==> config.mk <==
export PLATFORM = sky130hd
export DESIGN_NAME = two_mode_sample_smoother_top
export DESIGN_NICKNAME = d
export VERILOG_FILES = /design/src/rtl/tmss_pkg.sv /design/src/rtl/tmss_exp.sv /design/src/rtl/tmss_avg.sv /design/src/rtl/two_mode_sample_smoother_top.sv
export SDC_FILE = /design/constraint.sdc
export NUM_CORES = 2
export LEC_CHECK = 0
export BUFFER_PORTS_ARGS = -buffer_cell sky130_fd_sc_hd__buf_2
export CAP_MARGIN = 30
export CORE_ASPECT_RATIO = 0.75
export CORE_UTILIZATION = 49
export DETAILED_ROUTE_END_ITERATION = 8
export PLACE_DENSITY_LB_ADDON = 0.1
export SLEW_MARGIN = 30
export SYNTH_ARGS = -nofsm -noshare
export SYNTH_HDL_FRONTEND = slang
export SYNTH_SLANG_ARGS = --single-unit
==> constraint.sdc <==
create_clock -name clk -period 17.92 [get_ports clk]
set_clock_uncertainty 0.1 [all_clocks]
set_input_delay 2.688 -clock clk [delete_from_list [all_inputs] [get_ports clk]]
set_output_delay 2.688 -clock clk [all_outputs]
set_load 0.02 [all_outputs]
==> src/rtl/tmss_pkg.sv <==
// ----------------------------------------------------------------------------
// tmss_pkg - shared types and constants of the two-mode sample smoother
// Sample, gain and accumulator widths, window size, register map.
// ----------------------------------------------------------------------------
package tmss_pkg;

  localparam int SAMPLE_W      = 16;
  localparam int GAIN_W        = 17;
  localparam int FRAC_W        = 16;
  localparam int ACC_W         = 32;
  localparam int DIFF_W        = ACC_W + 1;
  localparam int PROD_W        = DIFF_W + GAIN_W + 1;

  // Window length must be a power of two (2..256): the average is a shift.
  localparam int WINDOW_LENGTH = 32;
  localparam int WIN_LOG2      = $clog2(WINDOW_LENGTH);
  localparam int WSUM_W        = SAMPLE_W + WIN_LOG2;

  localparam logic [GAIN_W-1:0] GAIN_ONE   = GAIN_W'(65536);
  localparam logic [GAIN_W-1:0] GAIN_RESET = GAIN_W'(32768);

  // APB register map: register i at byte address 4*i
  localparam int ADDR_W  = 3;
  localparam int PDATA_W = 32;
  localparam logic REG_FILTER_MODE    = 1'b0;
  localparam logic REG_SMOOTHING_GAIN = 1'b1;

  typedef logic signed [SAMPLE_W-1:0] sample_t;
  typedef logic [GAIN_W-1:0]          gain_t;

  typedef enum logic {
    MODE_EXP = 1'b0,
    MODE_AVG = 1'b1
  } filter_mode_t;

endpackage

==> src/rtl/tmss_exp.sv <==
// ----------------------------------------------------------------------------
// tmss_exp - first-order exponential smoother
// Q16.16 accumulator moved toward the sample by gain*(x-y), gain in Q1.16.
// ----------------------------------------------------------------------------
module tmss_exp (
  input  logic             clk,
  input  logic             rst,
  input  logic             step,
  input  tmss_pkg::sample_t sample,
  input  tmss_pkg::gain_t   gain,
  output tmss_pkg::sample_t result
);
  import tmss_pkg::*;

  logic signed [ACC_W-1:0]  smoother_value;
  logic signed [ACC_W-1:0]  smoother_value_next;
  logic        [GAIN_W-1:0] gain_c;
  logic signed [DIFF_W-1:0] diff;
  logic signed [PROD_W-1:0] gain_x;
  logic signed [PROD_W-1:0] diff_x;
  logic signed [PROD_W-1:0] prod;

  always_comb begin
    gain_c = (gain > GAIN_ONE) ? GAIN_ONE : gain;
    diff   = $signed({sample[SAMPLE_W-1], sample, {FRAC_W{1'b0}}})
           - $signed({smoother_value[ACC_W-1], smoother_value});
    gain_x = $signed({{(PROD_W-GAIN_W){1'b0}}, gain_c});
    diff_x = $signed({{(PROD_W-DIFF_W){diff[DIFF_W-1]}}, diff});
    prod   = gain_x * diff_x;
    // floor(prod / 2^16), kept modulo the accumulator width
    smoother_value_next = smoother_value + $signed(prod[FRAC_W +: ACC_W]);
  end

  assign result = smoother_value_next[FRAC_W +: SAMPLE_W];

  always_ff @(posedge clk) begin
    if (rst) begin
      smoother_value <= '0;
    end else if (step) begin
      smoother_value <= smoother_value_next;
    end
  end

endmodule

==> src/rtl/tmss_avg.sv <==
// ----------------------------------------------------------------------------
// tmss_avg - boxcar moving average
// Shift line of the last WINDOW_LENGTH samples, running sum, floor shift.
// ----------------------------------------------------------------------------
module tmss_avg (
  input  logic             clk,
  input  logic             rst,
  input  logic             step,
  input  tmss_pkg::sample_t sample,
  output tmss_pkg::sample_t result
);
  import tmss_pkg::*;

  sample_t                  taps [WINDOW_LENGTH];
  logic signed [WSUM_W-1:0] window_sum;
  logic signed [WSUM_W-1:0] window_sum_next;
  sample_t                  oldest;

  assign oldest = taps[WINDOW_LENGTH-1];

  always_comb begin
    window_sum_next = window_sum
                    - $signed({{WIN_LOG2{oldest[SAMPLE_W-1]}}, oldest})
                    + $signed({{WIN_LOG2{sample[SAMPLE_W-1]}}, sample});
  end

  // arithmetic shift by log2 of the window size = floor division by the window size
  assign result = window_sum_next[WIN_LOG2 +: SAMPLE_W];

  always_ff @(posedge clk) begin
    if (rst) begin
      window_sum <= '0;
      for (int i = 0; i < WINDOW_LENGTH; i++) begin
        taps[i] <= '0;
      end
    end else if (step) begin
      window_sum <= window_sum_next;
      taps[0]    <= sample;
      for (int i = 1; i < WINDOW_LENGTH; i++) begin
        taps[i] <= taps[i-1];
      end
    end
  end

endmodule

==> src/rtl/two_mode_sample_smoother_top.sv <==
// ----------------------------------------------------------------------------
// two_mode_sample_smoother_top - exponential / moving-average sample smoother
// Path: sample accepted into the input register, then the filter logic
//   feeds the result register once that register is empty or being drained.
// Throughput: one word per cycle while the output is not stalled; both filters
//   update every sample, the exponential loop being one multiply and add.
// Reset (rst, synchronous, active high): filters cleared, filter_mode 0,
//   smoothing_gain 32768, both channels empty. No clearing pass.
// ----------------------------------------------------------------------------
module two_mode_sample_smoother_top (
  input  logic                            clk,
  input  logic                            rst,
  // APB configuration port
  input  logic                            psel,
  input  logic                            penable,
  input  logic                            pwrite,
  input  logic [tmss_pkg::ADDR_W-1:0]     paddr,
  input  logic [tmss_pkg::PDATA_W-1:0]    pwdata,
  output logic [tmss_pkg::PDATA_W-1:0]    prdata,
  output logic                            pready,
  // sample input channel
  input  tmss_pkg::sample_t               sample_in,
  input  logic                            sample_valid,
  output logic                            sample_ready,
  // smoothed output channel
  output tmss_pkg::sample_t               smoothed_out,
  output logic                            smoothed_valid,
  input  logic                            smoothed_ready
);
  import tmss_pkg::*;

  // configuration registers
  filter_mode_t filter_mode;
  gain_t        smoothing_gain;
  logic         reg_sel;
  logic         cfg_write;

  // input register
  sample_t      sample_reg;
  logic         in_valid;

  // filter results for the word in the input register
  sample_t      exp_result;
  sample_t      avg_result;
  logic         advance;

  // --------------------------------------------------------------------------
  // APB: zero wait states, register picked by paddr[2]
  // --------------------------------------------------------------------------
  assign pready    = 1'b1;
  assign reg_sel   = paddr[2];
  assign cfg_write = psel & penable & pwrite & pready;

  always_comb begin
    case (reg_sel)
      REG_FILTER_MODE:    prdata = {{(PDATA_W-1){1'b0}}, filter_mode};
      REG_SMOOTHING_GAIN: prdata = {{(PDATA_W-GAIN_W){1'b0}}, smoothing_gain};
      default:            prdata = '0;
    endcase
  end

  always_ff @(posedge clk) begin
    if (rst) begin
      filter_mode    <= MODE_EXP;
      smoothing_gain <= GAIN_RESET;
    end else if (cfg_write) begin
      case (reg_sel)
        REG_FILTER_MODE:    filter_mode    <= filter_mode_t'(pwdata[0]);
        REG_SMOOTHING_GAIN: smoothing_gain <= pwdata[GAIN_W-1:0];
        default:            ;
      endcase
    end
  end

  // --------------------------------------------------------------------------
  // Pipeline: the held word moves into the result register when that
  // register is empty or being drained. Filter state steps on the same edge.
  // --------------------------------------------------------------------------
  assign advance      = in_valid & (~smoothed_valid | smoothed_ready);
  assign sample_ready = ~in_valid | advance;

  always_ff @(posedge clk) begin
    if (rst) begin
      in_valid <= 1'b0;
    end else if (sample_ready) begin
      in_valid <= sample_valid;
    end
  end

  always_ff @(posedge clk) begin
    if (sample_ready & sample_valid) begin
      sample_reg <= sample_in;
    end
  end

  tmss_exp u_exp (
    .clk    (clk),
    .rst    (rst),
    .step   (advance),
    .sample (sample_reg),
    .gain   (smoothing_gain),
    .result (exp_result)
  );

  tmss_avg u_avg (
    .clk    (clk),
    .rst    (rst),
    .step   (advance),
    .sample (sample_reg),
    .result (avg_result)
  );

  // result register: both filters run, the mode picks the output word
  always_ff @(posedge clk) begin
    if (rst) begin
      smoothed_valid <= 1'b0;
    end else if (advance) begin
      smoothed_valid <= 1'b1;
    end else if (smoothed_ready) begin
      smoothed_valid <= 1'b0;
    end
  end

  always_ff @(posedge clk) begin
    if (advance) begin
      smoothed_out <= (filter_mode == MODE_AVG) ? avg_result : exp_result;
    end
  end

endmodule

==> flow_summary.toml <==
[outcome]
status = "finished, final reports clean"

[floorplan]
die_x_um = 351
die_h_um = 264
core-area_mm2 = 0.0900
start_util_pct = 49.7
die_area_mm2 = 0.0925
rows = 95
io_pins = 109

[logic_synthesis]
syn_avg_cell_area_um2 = 10.7
syn-instance-count = 4166
synth_most_common_cell = "inv_1"
ys_ff_latch = 617
synthArstFlopShare_pct = 0
ys_types = 72
yosysSeqAreaShare_pct = 39.8
synth_top_area_share_pct = 36.5
synthTopCellsByArea = "edfxtp_1 37%, fa_1 24%, inv_1 6.1%, ha_1 5.1%, and2_1 4.3%"
synth_area_mm2 = 0.0447
synth-edff-count = 544
synth_flop_cell = "edfxtp_1"
synth_common_cells = "730 x inv_1, 544 x edfxtp_1, 535 x fa_1"
yosysWarningCount = 0
yosysTopAreaCell = "edfxtp_1"

[setup_path]
cp_num_buf_inv = 5
endpoint_kind = "register"
crit_path_max_incr_delay_ns = 0.80
critPathMostFrequentCell = "fa_1"
crit_type = "reg2reg"
crit_arrival_ns = 13.81
crit_path_start_kind = "register"
crit_slowest_cell = "xor2_1"
critical_path.top_delay_family = "adder cells"
critPathMaxFanout = 12
critPathRequiredTime_ns = 18.19
crit_cells = 42
r2r_cells = 42

[clock_network]
postCtsSetupBuffers = 0
ctsHtreeMaxLevel = 3
hold_buffers = 0
clkTransAtPathRegs_ns = 0.08
clock_path_buffers = 3
cts_tree = "built"
post_cts_resize_count = 0
clkLatencyLatePin_ns = 0.65
numCtsBuffers = 66
cts.sinks = 617
clk_root_buffer_cell = "clkbuf_16"

[detailed_routing]
detail-route-antenna-nets = 0
finalWirelength_um = 105000
drc = 0
first_pass_iters = 5
wl_per_cell_um = 19.2
dr_total_vias = 28000
via_per_inst = 5.14
drt-initial-drc-count = 2272

[grt]
grt_first_pass_wirelength_um = 165000
grt_max_degree = 192
grt_pass1_vias = 28000
grt_util_all_layers_pct = 23.6
antenna_found_initial = 6
grt_overflow = 0

[final_layout]
synthToLayoutAreaGrowth_pct = 8.85
top_regs = "u_avg.taps: 512 flops, u_exp.smoother_value: 32 flops, u_avg.window_sum: 21 flops"
antenna_cells = 0
fillers = 8086
drive_above_1_share_pct = 6.60
largest_reg_flops = 512
layout.nets = 4965
regMostFlops = "u_avg.taps"

[timing]
drv_slew = 0
rsz0062_at_grt = "no"
min_period_ns = 13.54
setup_ws_ns = 4.38
tns_ns = 0
hold_violations = 0
setup_viol = 0
fin_crit_sh_pct = 75.6
worst_pin_slew_ns = 1.11
max_slew_margin_pct = 25.5
fmax_mhz = 73.9

[power_and_ir_drop]
ir_drop_v = 0.000125
power_per_cell_area_mw_per_mm2 = 138
p_leak_nw = 21.7

[min_path]
hold_class = "reg2reg"
hold_depth = 2

[placed_design]
io_buffers = 75
hpwl_um = 75000
dpl_worst_slack_ns = 4.71
gp_congestion = 0.913

[job]
cap_viol_max_count = 0
## worst min-delay path, cell delays in order, from the launching register on
cell and delay [ns]:
dfxtp_1 0.31, nand2_1 0.05, a21oi_1 0.05
## worst paths after layout
path,start,to,slack (ns)
min reg2reg,u_avg.window_sum[3],u_avg.window_sum[3],0.35
max reg2reg,u_exp.smoother_value[0],smoothed_out[15],4.38
max,u_exp.smoother_value[0],smoothed_out[15],4.38
min,u_avg.window_sum[3],u_avg.window_sum[3],0.35
## stage by stage
step	hold slack, ns	instances	area (um^2)	util (%)	total power (W)
floorplan	0.332	4180	44800	-	0.00430
global placement	0.340	5330	46400	51.6	0.00527
detailed placement	0.343	5332	46500	51.6	0.00529
CTS	0.352	5450	48600	54.0	0.00670
global route	0.375	5452	48700	54.1	0.00719
finish	0.352	5452	48700	54.1	0.00671
## area by class of cell
| type | instances | area (um^2) | share of cell area [%] |
|---|---|---|---|
| multi-input combinational | 2644 | 23600 | 48.5 |
| timing repair buffer | 128 | 871 | 1.79 |
| tap | 1212 | 1520 | 3.11 |
| clock buffer | 85 | 1760 | 3.62 |
| clock inverter | 33 | 365 | 0.750 |
| sequential | 617 | 17800 | 36.5 |
| inverter | 733 | 2760 | 5.67 |
## routing by layer
| layer | routed length [um] | share of wire (%) | track usage, % |
|---|---|---|---|
| met3 | 10700 | 10 | 7.71 |
| met1 | 49900 | 48 | 36.2 |
| met4 | 2400 | 2.3 | 5.90 |
| met2 | 41700 | 40 | 31.8 |
| met5 | 28 | 0.027 | 0 |
## report_power, final
group | switching [W] | internal, W
clock network | 0.000595 | 0.000766
registers | 0.0000763 | 0.00174
logic | 0.00220 | 0.00132
total | 0.00287 | 0.00383
## layout by cell type (no fill, tap or decap), drive strengths merged, types with 11 or more instances in the layout
| cell | instances |
|---|---|
| fa | 535 |
| o21bai | 11 |
| clkinv | 23 |
| nand2 | 423 |
| nor2b | 241 |
| conb | 16 |
| a21o | 42 |
| xor2 | 41 |
| o21a | 20 |
| clkbuf | 85 |
| and3 | 17 |
| nand2b | 19 |
| a21oi | 124 |
| ha | 182 |
| edfxtp | 544 |
| nor2 | 358 |
| and2 | 307 |
| a211oi | 13 |
| nand3 | 24 |
| xnor2 | 99 |
| buf | 128 |
| dfxtp | 73 |
| o21ai | 42 |
| inv | 737 |
| nor3 | 30 |
## logic make-up after synthesis
family	share of synthesized area [%]
buffers and inverters	7.87
other	0.0168
AOI/OAI and AO/OA	4.31
and+or+nand+nor	16.0
muxes	0.252
DFF	39.8
xor gates and xnor gates	2.76
adders and majority gates	29.0
No activity file was read; power rests on OpenSTA's default activity.
